<file path="config.mk">
export PLATFORM = sky130hd
export DESIGN_NAME = button_debounce_press_classifier
export DESIGN_NICKNAME = d
export VERILOG_FILES = /design/src/hdl/bdpc_pkg.sv /design/src/hdl/button_debounce_press_classifier.sv
export SDC_FILE = /design/constraint.sdc
export NUM_CORES = 1
export LEC_CHECK = 0
export BUFFER_PORTS_ARGS = -buffer_cell sky130_fd_sc_hd__buf_2
export CORE_MARGIN = 3
export CORE_UTILIZATION = 50
export DETAILED_ROUTE_END_ITERATION = 12
export HOLD_SLACK_MARGIN = 0.15
export PLACE_DENSITY_LB_ADDON = 0.2
export SYNTH_ARGS = -nofsm -noshare
export SYNTH_HDL_FRONTEND = slang
export SYNTH_SLANG_ARGS = --single-unit
</file>
<file path="constraint.sdc">
create_clock -name clk -period 5.2 [get_ports clk]
set_input_delay 0.78 -clock clk [delete_from_list [all_inputs] [get_ports clk]]
set_output_delay 0.78 -clock clk [all_outputs]
set_load 0.01 [all_outputs]
</file>
<file path="src/hdl/bdpc_pkg.sv">
package bdpc_pkg;

	// Widths fixed by the register map and the result fields
	localparam int REG_WIDTH   = 16;
	localparam int INDEX_WIDTH = 2;

	// Register indexes
	localparam logic [INDEX_WIDTH-1:0] REG_ACTIVE_LEVEL     = 2'd0;
	localparam logic [INDEX_WIDTH-1:0] REG_DEBOUNCE_TICKS   = 2'd1;
	localparam logic [INDEX_WIDTH-1:0] REG_LONG_TICKS       = 2'd2;
	localparam logic [INDEX_WIDTH-1:0] REG_EXTRA_LONG_TICKS = 2'd3;

	// Register reset values (one tick per millisecond: 10 ms, 0.9 s, 3.0 s)
	localparam logic                 RST_ACTIVE_LEVEL     = 1'b0;
	localparam logic [REG_WIDTH-1:0] RST_DEBOUNCE_TICKS   = 16'd10;
	localparam logic [REG_WIDTH-1:0] RST_LONG_TICKS       = 16'd900;
	localparam logic [REG_WIDTH-1:0] RST_EXTRA_LONG_TICKS = 16'd3000;

	// Press classification reported on release
	typedef enum logic [1:0] {
		PRESS_NONE       = 2'd0,
		PRESS_SHORT      = 2'd1,
		PRESS_LONG       = 2'd2,
		PRESS_EXTRA_LONG = 2'd3
	} press_status_t;

endpackage

</file>
<file path="src/hdl/button_debounce_press_classifier.sv">
// Button debounce and press classifier. Each input transfer is one sample tick
// carrying the raw pin level; each produces exactly one result transfer with the
// press classification (none, short, long, extra long) and the debounced pressed
// state after that tick. The block takes one sample per clock cycle unless in_stall
// is high: the sample lands in an input register, the debounce and hold counters
// are updated by one pass of compare and increment logic, and the result is
// registered, from where it transfers when the output is not stalled.
// A stalled output holds its result while one further sample waits in the input
// register. Configuration (active level, debounce, long and extra long thresholds
// in ticks) is written through the plain write port; the user must write it only
// while no sample is in flight, as the block itself does not enforce this.
// COUNT_WIDTH sets the width of both saturating counters.
module button_debounce_press_classifier
	import bdpc_pkg::*;
#(
	parameter int COUNT_WIDTH = 16
) (
	input  logic                   clk,
	input  logic                   arst_n,
	// configuration
	input  logic                   cfg_we,
	input  logic [INDEX_WIDTH-1:0] cfg_index,
	input  logic [REG_WIDTH-1:0]   cfg_data,
	// sample channel
	input  logic                   in_valid,
	output logic                   in_stall,
	input  logic                   pin_level,
	// result channel
	output logic                   out_valid,
	input  logic                   out_stall,
	output logic [1:0]             press_status,
	output logic                   debounced_pressed
);

	localparam int CMP_WIDTH = (COUNT_WIDTH > REG_WIDTH) ? COUNT_WIDTH : REG_WIDTH;

	// configuration registers
	logic                 active_level_q;
	logic [REG_WIDTH-1:0] debounce_ticks_q;
	logic [REG_WIDTH-1:0] long_ticks_q;
	logic [REG_WIDTH-1:0] extra_long_ticks_q;

	// debounce state
	logic                   accepted_q;
	logic                   settling_q;
	logic [COUNT_WIDTH-1:0] settle_count_q;
	logic [COUNT_WIDTH-1:0] hold_count_q;

	// input stage
	logic pin_s1;
	logic valid_s1;

	// result stage
	press_status_t status_s2;
	logic          pressed_s2;
	logic          valid_s2;

	logic advance;

	// next-state logic
	logic                   pressed;
	logic                   accepted_d;
	logic                   settling_d;
	logic [COUNT_WIDTH-1:0] settle_inc;
	logic [COUNT_WIDTH-1:0] settle_count_d;
	logic [COUNT_WIDTH-1:0] hold_inc;
	logic [COUNT_WIDTH-1:0] hold_count_d;
	press_status_t          status_d;
	logic [CMP_WIDTH-1:0]   hold_cmp;
	logic [CMP_WIDTH-1:0]   settle_cmp;

	// move the input register into the result register when the result slot frees
	assign advance  = valid_s1 && (!valid_s2 || !out_stall);
	assign in_stall = valid_s1 && !advance;

	// write configuration
	always_ff @(posedge clk or negedge arst_n) begin
		if (!arst_n) begin
			active_level_q     <= RST_ACTIVE_LEVEL;
			debounce_ticks_q   <= RST_DEBOUNCE_TICKS;
			long_ticks_q       <= RST_LONG_TICKS;
			extra_long_ticks_q <= RST_EXTRA_LONG_TICKS;
		end else if (cfg_we) begin
			unique case (cfg_index)
				REG_ACTIVE_LEVEL:     active_level_q     <= cfg_data[0];
				REG_DEBOUNCE_TICKS:   debounce_ticks_q   <= cfg_data;
				REG_LONG_TICKS:       long_ticks_q       <= cfg_data;
				REG_EXTRA_LONG_TICKS: extra_long_ticks_q <= cfg_data;
				default: ;
			endcase
		end
	end

	// capture the sample
	always_ff @(posedge clk or negedge arst_n) begin
		if (!arst_n) begin
			valid_s1 <= 1'b0;
		end else if (!in_stall) begin
			valid_s1 <= in_valid;
		end
	end

	always_ff @(posedge clk) begin
		if (in_valid && !in_stall) begin
			pin_s1 <= pin_level;
		end
	end

	// advance both counters, saturating at all ones
	always_comb begin
		pressed    = (pin_s1 == active_level_q);
		settle_inc = (settling_q && !(&settle_count_q)) ? settle_count_q + 1'b1
		                                                 : settle_count_q;
		hold_inc   = (&hold_count_q) ? hold_count_q : hold_count_q + 1'b1;
		settle_cmp = CMP_WIDTH'(settle_inc);
		hold_cmp   = CMP_WIDTH'(hold_inc);

		accepted_d     = accepted_q;
		settling_d     = settling_q;
		settle_count_d = settle_inc;

		// start, drop or complete a debounce attempt
		if ((accepted_q != pressed) && !settling_q) begin
			settling_d     = 1'b1;
			settle_count_d = '0;
		end else if (settling_q && (settle_cmp < CMP_WIDTH'(debounce_ticks_q))) begin
			if (accepted_q == pressed) begin
				settling_d = 1'b0;
			end
		end else begin
			settling_d = 1'b0;
			accepted_d = pressed;
		end

		// restart the hold count on press, classify on release
		hold_count_d = hold_inc;
		status_d     = PRESS_NONE;
		if (accepted_d && !accepted_q) begin
			hold_count_d = '0;
		end else if (!accepted_d && accepted_q) begin
			if (hold_cmp > CMP_WIDTH'(extra_long_ticks_q)) begin
				status_d = PRESS_EXTRA_LONG;
			end else if (hold_cmp > CMP_WIDTH'(long_ticks_q)) begin
				status_d = PRESS_LONG;
			end else begin
				status_d = PRESS_SHORT;
			end
		end
	end

	// commit state once per processed sample
	always_ff @(posedge clk or negedge arst_n) begin
		if (!arst_n) begin
			accepted_q     <= 1'b0;
			settling_q     <= 1'b0;
			settle_count_q <= '0;
			hold_count_q   <= '0;
		end else if (advance) begin
			accepted_q     <= accepted_d;
			settling_q     <= settling_d;
			settle_count_q <= settle_count_d;
			hold_count_q   <= hold_count_d;
		end
	end

	// hold the result until its transfer
	always_ff @(posedge clk or negedge arst_n) begin
		if (!arst_n) begin
			valid_s2 <= 1'b0;
		end else if (advance) begin
			valid_s2 <= 1'b1;
		end else if (!out_stall) begin
			valid_s2 <= 1'b0;
		end
	end

	always_ff @(posedge clk) begin
		if (advance) begin
			status_s2  <= status_d;
			pressed_s2 <= accepted_d;
		end
	end

	assign out_valid         = valid_s2;
	assign press_status      = status_s2;
	assign debounced_pressed = pressed_s2;

endmodule

</file>
==> results of run 1 <==
## cell families after synthesis
family	Yosys count
adder cells (fa/ha/maj)	49
XOR/XNOR	22
AND/OR/NAND/NOR	168
AO/OA/AOI/OAI	127
flip-flops	89
buffers and inverters	72
multiplexers	53
## path summary, 6_finish.rpt
path,startpoint,to,slack (ns),cells after the start
max in group asynchronous,arst_n,long_ticks_q[6]$_DFFE_PN0P_,3.87,1
min in group asynchronous,arst_n,extra_long_ticks_q[10]$_DFFE_PN0P_,0.63,1
hold reg to reg,extra_long_ticks_q[12]$_DFFE_PN0P_,extra_long_ticks_q[12]$_DFFE_PN0P_,0.51,1
setup reg to reg,settle_count_q[0]$_DFFE_PN0P_,hold_count_q[13]$_DFFE_PN0P_,0.75,13
hold / removal,extra_long_ticks_q[12]$_DFFE_PN0P_,extra_long_ticks_q[12]$_DFFE_PN0P_,0.51,1
setup / recovery,settle_count_q[0]$_DFFE_PN0P_,hold_count_q[13]$_DFFE_PN0P_,0.75,13
## stage by stage
| step | std cells | util |
|---|---|---|
| after global routing | 744 | 0.568 |
| final | 744 | 0.568 |
| after detailed placement | 728 | 0.540 |
| after floorplan | 580 | - |
| after global placement | 728 | 0.540 |
| after CTS | 744 | 0.568 |
## flip-flops by register name, summed over array words and instances (netlist names)
name / cells
debounce_ticks_q: 16
extra_long_ticks_q: 16
hold_count_q: 16
long_ticks_q: 16
settle_count_q: 16
press_status: 2
accepted_q: 1
active_level_q: 1
debounced_pressed: 1
out_valid: 1
pin_s1: 1
settling_q: 1
valid_s1: 1
## cell usage after synthesis (3+ instances only)
cell type,number,area [um^2]
sky130_fd_sc_hd__and4_1,4,35.0
sky130_fd_sc_hd__xnor2_1,13,114
sky130_fd_sc_hd__or3_1,3,18.8
sky130_fd_sc_hd__nand3_1,17,85.1
sky130_fd_sc_hd__edfxtp_1,4,120
sky130_fd_sc_hd__o22ai_1,5,31.3
sky130_fd_sc_hd__a22o_1,5,43.8
sky130_fd_sc_hd__nor3_1,9,45.0
sky130_fd_sc_hd__nor3b_1,3,22.5
sky130_fd_sc_hd__buf_2,4,20.0
sky130_fd_sc_hd__xor2_1,9,78.8
sky130_fd_sc_hd__nand4_1,14,87.6
sky130_fd_sc_hd__nor2b_1,3,18.8
sky130_fd_sc_hd__or2_2,8,50.1
sky130_fd_sc_hd__nand2_1,56,210
sky130_fd_sc_hd__dfrtp_1,72,1800
sky130_fd_sc_hd__and3_1,7,43.8
sky130_fd_sc_hd__ha_1,49,613
sky130_fd_sc_hd__mux2_2,52,586
sky130_fd_sc_hd__o21ai_0,42,210
sky130_fd_sc_hd__o31ai_1,13,97.6
sky130_fd_sc_hd__inv_1,50,188
sky130_fd_sc_hd__nor2_1,23,86.3
sky130_fd_sc_hd__o41ai_1,3,26.3
sky130_fd_sc_hd__a31oi_1,8,50.1
sky130_fd_sc_hd__o21a_1,4,30.0
sky130_fd_sc_hd__clkbuf_1,15,56.3
sky130_fd_sc_hd__o211ai_1,4,30.0
sky130_fd_sc_hd__a21o_1,3,22.5
sky130_fd_sc_hd__nand3b_1,3,22.5
sky130_fd_sc_hd__a21oi_1,22,110
sky130_fd_sc_hd__nand2b_1,4,25.0
sky130_fd_sc_hd__dfstp_2,13,342
sky130_fd_sc_hd__nor4_1,4,25.0
## worst max-delay path: stages (launching register included)
cell,delay (ns)
sky130_fd_sc_hd__dfrtp_1,0.47
sky130_fd_sc_hd__ha_1,0.25
sky130_fd_sc_hd__nand4_1,0.26
sky130_fd_sc_hd__o41ai_1,0.70
sky130_fd_sc_hd__nor2_1,0.19
sky130_fd_sc_hd__nand2_1,0.18
sky130_fd_sc_hd__xnor2_1,0.16
sky130_fd_sc_hd__ha_1,0.28
sky130_fd_sc_hd__nand4_1,0.14
sky130_fd_sc_hd__nor2_1,0.07
sky130_fd_sc_hd__o31a_1,0.28
sky130_fd_sc_hd__o41ai_4,0.79
sky130_fd_sc_hd__nor2_1,0.27
sky130_fd_sc_hd__o31ai_1,0.30
## layout make-up
| cell class | count | area share |
|---|---|---|
| Multi-Input combinational cell | 419 | 0.502 |
| Sequential cell | 89 | 0.364 |
| Clock buffer | 10 | 0.0369 |
| Inverter | 50 | 0.0302 |
| Tap cell | 140 | 0.0282 |
| Timing Repair Buffer | 30 | 0.0254 |
| Clock inverter | 6 | 0.0133 |
## routing by layer
| metal | vias to the layer above | track usage | part of all wire |
|---|---|---|---|
| li1 | 2136 | - | - |
| met1 | 2099 | 0.320 | 0.47 |
| met2 | 146 | 0.349 | 0.46 |
| met3 | 18 | 0.0296 | 0.059 |
| met4 | 0 | 0.0665 | 0.014 |
| met5 | - | 0 | 0 |
## power groups by stage
stage,Clock [W],Sequential (W),Combinational (W)
6_report,0.000693,0.000935,0.000713
5_1_grt,0.000738,0.000952,0.000820
4_1_cts,0.000702,0.000933,0.000711
3_5_place_dp,0,0.000945,0.000699
3_3_place_gp,0,0.000937,0.000678
2_1_floorplan,0,0.000908,0.000530
## layout by cell type, fill, tap and decap left out, drive strengths merged, types with 3 or more instances in the layout
cell,Yosys,layout
dfrtp,72,72
nand2,56,56
mux2,52,52
inv,50,50
ha,49,49
o21ai,44,44
buf,5,30
nor2,23,23
a21oi,22,22
nand3,18,18
nand4,15,15
xnor2,13,13
o31ai,13,13
dfstp,13,13
nor3,10,10
clkbuf,17,10
xor2,9,9
or2,8,8
a31oi,8,8
and3,7,7
a22o,5,5
o22ai,5,5
nor4,5,5
and4,4,4
o21a,4,4
o211ai,4,4
nand2b,4,4
edfxtp,4,4
o41ai,4,4
or3,3,3
nor3b,3,3
nand3b,3,3
a21o,3,3
nor2b,3,3
clkinv,0,3
==> run_results.csv, run 1 <==
group,metric,value,unit
synth,postSynthNetCount,653,
pwr,power.density,377,nW/um^2
pwr,fin_total_pwr,0.00234,W
floorplan,row_count,38,
routing,drtIter0Drc,321,
synth,warnings_synthesis,0,
min_path,worstHoldPathType,"flip-flop to flip-flop",
synth,synth_top_family_by_area,"simple AND/OR/NAND/NOR gates",
synth,synth_cells,580,
global_routing,grt_start_max_net_pins,86,
sta,post-route-period-util,0.856,
clock_network,cts_tree,"done",
floorplan,die_w,112,um
critical_path,arrival,4.70,ns
floorplan,pin_count,29,
clock_network,clock_path_buffers,2,
routing,vias_per_cell,5.91,
layout,regArea,2260,um^2
clock_network,root_buffer,"sky130_fd_sc_hd__clkbuf_16",
routing,drc,0,
pwr,power_frac_seq,0.399,
job,maxCapViolCount,0,
clock_network,numClockSinks,89,
layout,drive_above_1_share,0.209,
routing,first_pass_iters,5,
critical_path,crit_path_max_fanout,15,
global_routing,initial_antenna_violation_count,0,
pwr,power.static_leakage,2.88,nW
synth,syn_avg_cell_area,9.76,um^2
pwr,clock_power_share,0.296,
critical_path,path_class,"flip-flop to flip-flop",
clock_network,cts.reportedPaths.clkPinSlew,0.06,ns
synth,asyncSetResetFlopFracSynth,0.955,
global_routing,groute.usage.overall,0.222,
critical_path,timing.critical_path.from_type,"flip-flop",
clock_network,clock_latency,0.34,ns
floorplan,total_core_area,10900,um^2
routing,postRouteAntennaNets,0,
place,pre_cts_slack,0.857,ns
place,gp_congestion,0.842,
sta,final_ws_setup,0.750,ns
sta,finalCriticalPeriod,4.45,ns
floorplan,fp.dieArea,12600,um^2
clock_network,cts_htree_levels,3,
clock_network,numCtsBuffers,9,
floorplan,start_util,0.518,
layout,final_net_count,672,
critical_path,worstPathRequired,5.45,ns
sta,unrepaired_setup_endpoints_after_global_routing,"no",
global_routing,overall_overflow_remaining_after_global_route,0,
sta,setup_violations,0,
synth,synth.ff_latch_count,89,
pwr,swShare,0.341,
layout,insertedDiodeCount,0,
pwr,internal_power_contribution,0.00154,W
global_routing,grt_pass1_vias,4561,
status,status,"completed",
sta,fmaxAchievable,0.225,GHz
synth,ys.flop_type,"sky130_fd_sc_hd__dfrtp_1",
critical_path,critical_path.endpoint_type,"flip-flop",
synth,synth_compound_area_frac,0.146,
synth,number_of_enable_flip_flop_cells_after_synthesis,4,
sta,finalClockSkew,0.00592,ns
clock_network,cts.repair.resized,0,
global_routing,grt_pass1_wl,22500,um
place,dpl-instance-area,5900,um^2
synth,post_synth_num_cell_types,60,
clock_network,postCtsHoldBufs,0,
clock_network,post_cts_buffers,0,
pwr,reported_net_switching_power,0.000798,W
routing,routedWlPerCell,17.8,um
layout,fillerInstances,969,
routing,detail_route.wirelength,13300,um
synth,xor_xnor_portion_of_the_synthesized_cell_area,0.0340,
sta,tightestPinTransition,1.19,ns
layout,postLayoutCellArea,6210,um^2
floorplan,fp.dieH,112,um
place,io_buffers,28,
sta,final.setup.tns,0,ns
layout,area_of_combinational_cells_with_multiple_inputs,3120,um^2
sta,fin_hold_ws,0.507,ns
routing,routed-via-count,4399,
layout,syn2layout_area_growth,9.72,%
sta,hold_violations,0,
synth,synth_area,5660,um^2
synth,post_synthesis_share_of_cell_area_spent_on_and_or_nand_and_nor_gates,0.157,
sta,finalMaxSlewViolations,0,
synth,synth_adder_area_share,0.108,
synth,ys_seq_area_frac,0.400,
synth,synth.area.mux_share,0.105,
pwr,comb_power_share,0.304,
pwr,peakVddDrop,215,uV
sta,slew_headroom,0.209,
place,detailedPlacementHpwl,9570,um
Note: power is estimated with default switching activity, not from simulation.
==> run 2, diff against run 1 <==
Settings changed: CELL_PAD_IN_SITES_DETAIL_PLACEMENT set to 1, CELL_PAD_IN_SITES_GLOBAL_PLACEMENT set to 2, CORE_UTILIZATION 50 to 41, CTS_BUF_LIST set to sky130_fd_sc_hd__clkbuf_8.
==> run_results.csv, run 2 (synthesis results as in run 1) <==
group,metric,value,unit
sta,tightestPinTransition,0.946,ns
clock_network,cts_htree_levels,3,
global_routing,groute.usage.overall,0.213,
floorplan,row_count,42,
floorplan,total_core_area,13400,um^2
global_routing,grt_pass1_wl,24900,um
layout,insertedDiodeCount,0,
pwr,internal_power_contribution,0.00132,W
floorplan,start_util,0.423,
sta,setup_violations,0,
global_routing,overall_overflow_remaining_after_global_route,0,
layout,drive_above_1_share,0.212,
sta,finalClockSkew,0.00812,ns
routing,routed-via-count,4447,
sta,post-route-period-util,0.880,
sta,finalCriticalPeriod,4.58,ns
global_routing,grt_pass1_vias,4673,
layout,fillerInstances,1534,
floorplan,die_w,124,um
pwr,power.static_leakage,2.85,nW
pwr,power_frac_seq,0.442,
sta,fmaxAchievable,0.218,GHz
layout,syn2layout_area_growth,8.62,%
clock_network,postCtsHoldBufs,0,
critical_path,path_class,"flip-flop to flip-flop",
layout,final_core_util,0.459,
pwr,swShare,0.372,
critical_path,critical_path.endpoint_type,"flip-flop",
floorplan,fp.dieH,124,um
critical_path,r2r_slack,0.62,ns
routing,postRouteAntennaNets,0,
clock_network,clock_path_buffers,2,
sta,final_ws_setup,0.622,ns
clock_network,root_buffer,"sky130_fd_sc_hd__clkbuf_8",
pwr,reported_net_switching_power,0.000785,W
clock_network,numCtsBuffers,9,
place,io_buffers,28,
job,maxCapViolCount,0,
layout,postLayoutCellArea,6150,um^2
critical_path,setup.worst_path.start,"settle_count_q[4]$_DFFE_PN0P_",
layout,layout.cells.most_common_list,"sky130_fd_sc_hd__dfrtp_1 (72), sky130_fd_sc_hd__nand2_1 (56), sky130_fd_sc_hd__inv_1 (52), sky130_fd_sc_hd__mux2_2 (52), sky130_fd_sc_hd__ha_1 (49)",
routing,detail_route.wirelength,14900,um
pwr,power.density,343,nW/um^2
clock_network,cts_tree,"done",
global_routing,initial_antenna_violation_count,0,
routing,vias_per_cell,5.67,
critical_path,crit_path_max_fanout,15,
clock_network,numClockSinks,89,
critical_path,timing.reg2reg.worst_path_depth,12,
critical_path,timing.critical_path.from_type,"flip-flop",
clock_network,post_cts_buffers,0,
critical_path,r2r_end,"hold_count_q[7]$_DFFE_PN0P_",
routing,routedWlPerCell,19.0,um
sta,unrepaired_setup_endpoints_after_global_routing,"no",
place,pre_cts_slack,0.691,ns
place,dpl-instance-area,5980,um^2
status,status,"completed",
sta,hold_violations,0,
pwr,comb_power_share,0.348,
critical_path,arrival,4.82,ns
sta,slew_headroom,0.367,
pwr,clock_power_share,0.210,
routing,first_pass_iters,4,
routing,drc,0,
place,detailedPlacementHpwl,11400,um
critical_path,worstPathRequired,5.44,ns
clock_network,cts.reportedPaths.clkPinSlew,0.09,ns
sta,final.setup.tns,0,ns
sta,finalMaxSlewViolations,0,
global_routing,grt_start_max_net_pins,64,
clock_network,cts.repair.resized,0,
floorplan,fp.dieArea,15300,um^2
layout,regArea,2260,um^2
place,gp_congestion,0.805,
layout,final_common_cell,"sky130_fd_sc_hd__dfrtp_1",
layout,final_net_count,676,
clock_network,clock_latency,0.37,ns
sta,fin_hold_ws,0.290,ns
critical_path,reg2reg_from,"settle_count_q[4]$_DFFE_PN0P_",
critical_path,cp-endpoint,"hold_count_q[7]$_DFFE_PN0P_",
pwr,peakVddDrop,203,uV
layout,area_of_combinational_cells_with_multiple_inputs,3120,um^2
routing,drtIter0Drc,205,
floorplan,pin_count,29,
min_path,worstHoldPathType,"input port to async pin",
run 2: changes by cell type in the layout (fill, tap and decap cells not counted):
cell                         delta
sky130_fd_sc_hd__clkbuf_1       -1
sky130_fd_sc_hd__clkbuf_16      -9
sky130_fd_sc_hd__clkinvlp_4     -1
sky130_fd_sc_hd__inv_1          +2
sky130_fd_sc_hd__clkbuf_8      +11
sky130_fd_sc_hd__buf_4          +4
sky130_fd_sc_hd__bufinv_16      -2
run 2: metal layers:
metal,up-vias,track usage,wire length (um)
met5,-,0,0
met4,0,0.0602,204
met3,18,0.0316,514
met2,73,0.325,6760
met1,2220,0.314,7440
li1,2136,-,-
run 2: how the worst min path moves through the flow:
| stage | cells after the start | end | start | slack (ns) |
|---|---|---|---|---|
| floorplan | 1 | out_valid$_DFFE_PN0P_ | valid_s1$_DFFE_PN0N_ | 0.46 |
| global placement | 1 | out_valid$_DFFE_PN0P_ | valid_s1$_DFFE_PN0N_ | 0.48 |
| detailed placement | 1 | extra_long_ticks_q[2]$_DFFE_PN0P_ | extra_long_ticks_q[2]$_DFFE_PN0P_ | 0.49 |
| CTS | 1 | hold_count_q[11]$_DFFE_PN0P_ | arst_n | 0.29 |
| global route | 1 | hold_count_q[11]$_DFFE_PN0P_ | arst_n | 0.29 |
| finish | 1 | hold_count_q[11]$_DFFE_PN0P_ | arst_n | 0.29 |
run 2: final cells by class:
type	count	share of cell area
clock buffers	11	0.0246
clock inverters	5	0.00366
inverters	50	0.0305
multi-input cells	419	0.507
flip-flops and latches	89	0.368
well taps	176	0.0358
repair buffers	34	0.0305
run 2: critical path, cell delays in order, from the launching register on:
cell	delay [ns]
sky130_fd_sc_hd__dfrtp_1	0.52
sky130_fd_sc_hd__and4_1	0.29
sky130_fd_sc_hd__nand2_1	0.11
sky130_fd_sc_hd__nor4b_2	0.71
sky130_fd_sc_hd__nand3_1	0.24
sky130_fd_sc_hd__xnor2_1	0.18
sky130_fd_sc_hd__ha_1	0.32
sky130_fd_sc_hd__nand4_1	0.18
sky130_fd_sc_hd__or4_1	0.57
sky130_fd_sc_hd__a2111oi_2	0.41
sky130_fd_sc_hd__o41ai_4	0.27
sky130_fd_sc_hd__o311ai_0	0.47
sky130_fd_sc_hd__o21ai_1	0.13
run 2: power by group through the flow:
stage / Combinational (W) / Sequential (W) / Clock (W)
after CTS: 0.000746 / 0.000933 / 0.000461
after detailed placement: 0.000741 / 0.000946 / 0
after floorplan: 0.000530 / 0.000908 / 0
after global placement: 0.000710 / 0.000937 / 0
final: 0.000734 / 0.000933 / 0.000443
after global routing: 0.000843 / 0.000952 / 0.000491
run 2: per-stage QoR:
step	power [W]	instances
floorplan	0.00144	580
global placement	0.00165	768
detailed placement	0.00169	768
CTS	0.00214	784
global route	0.00229	784
finish	0.00211	784
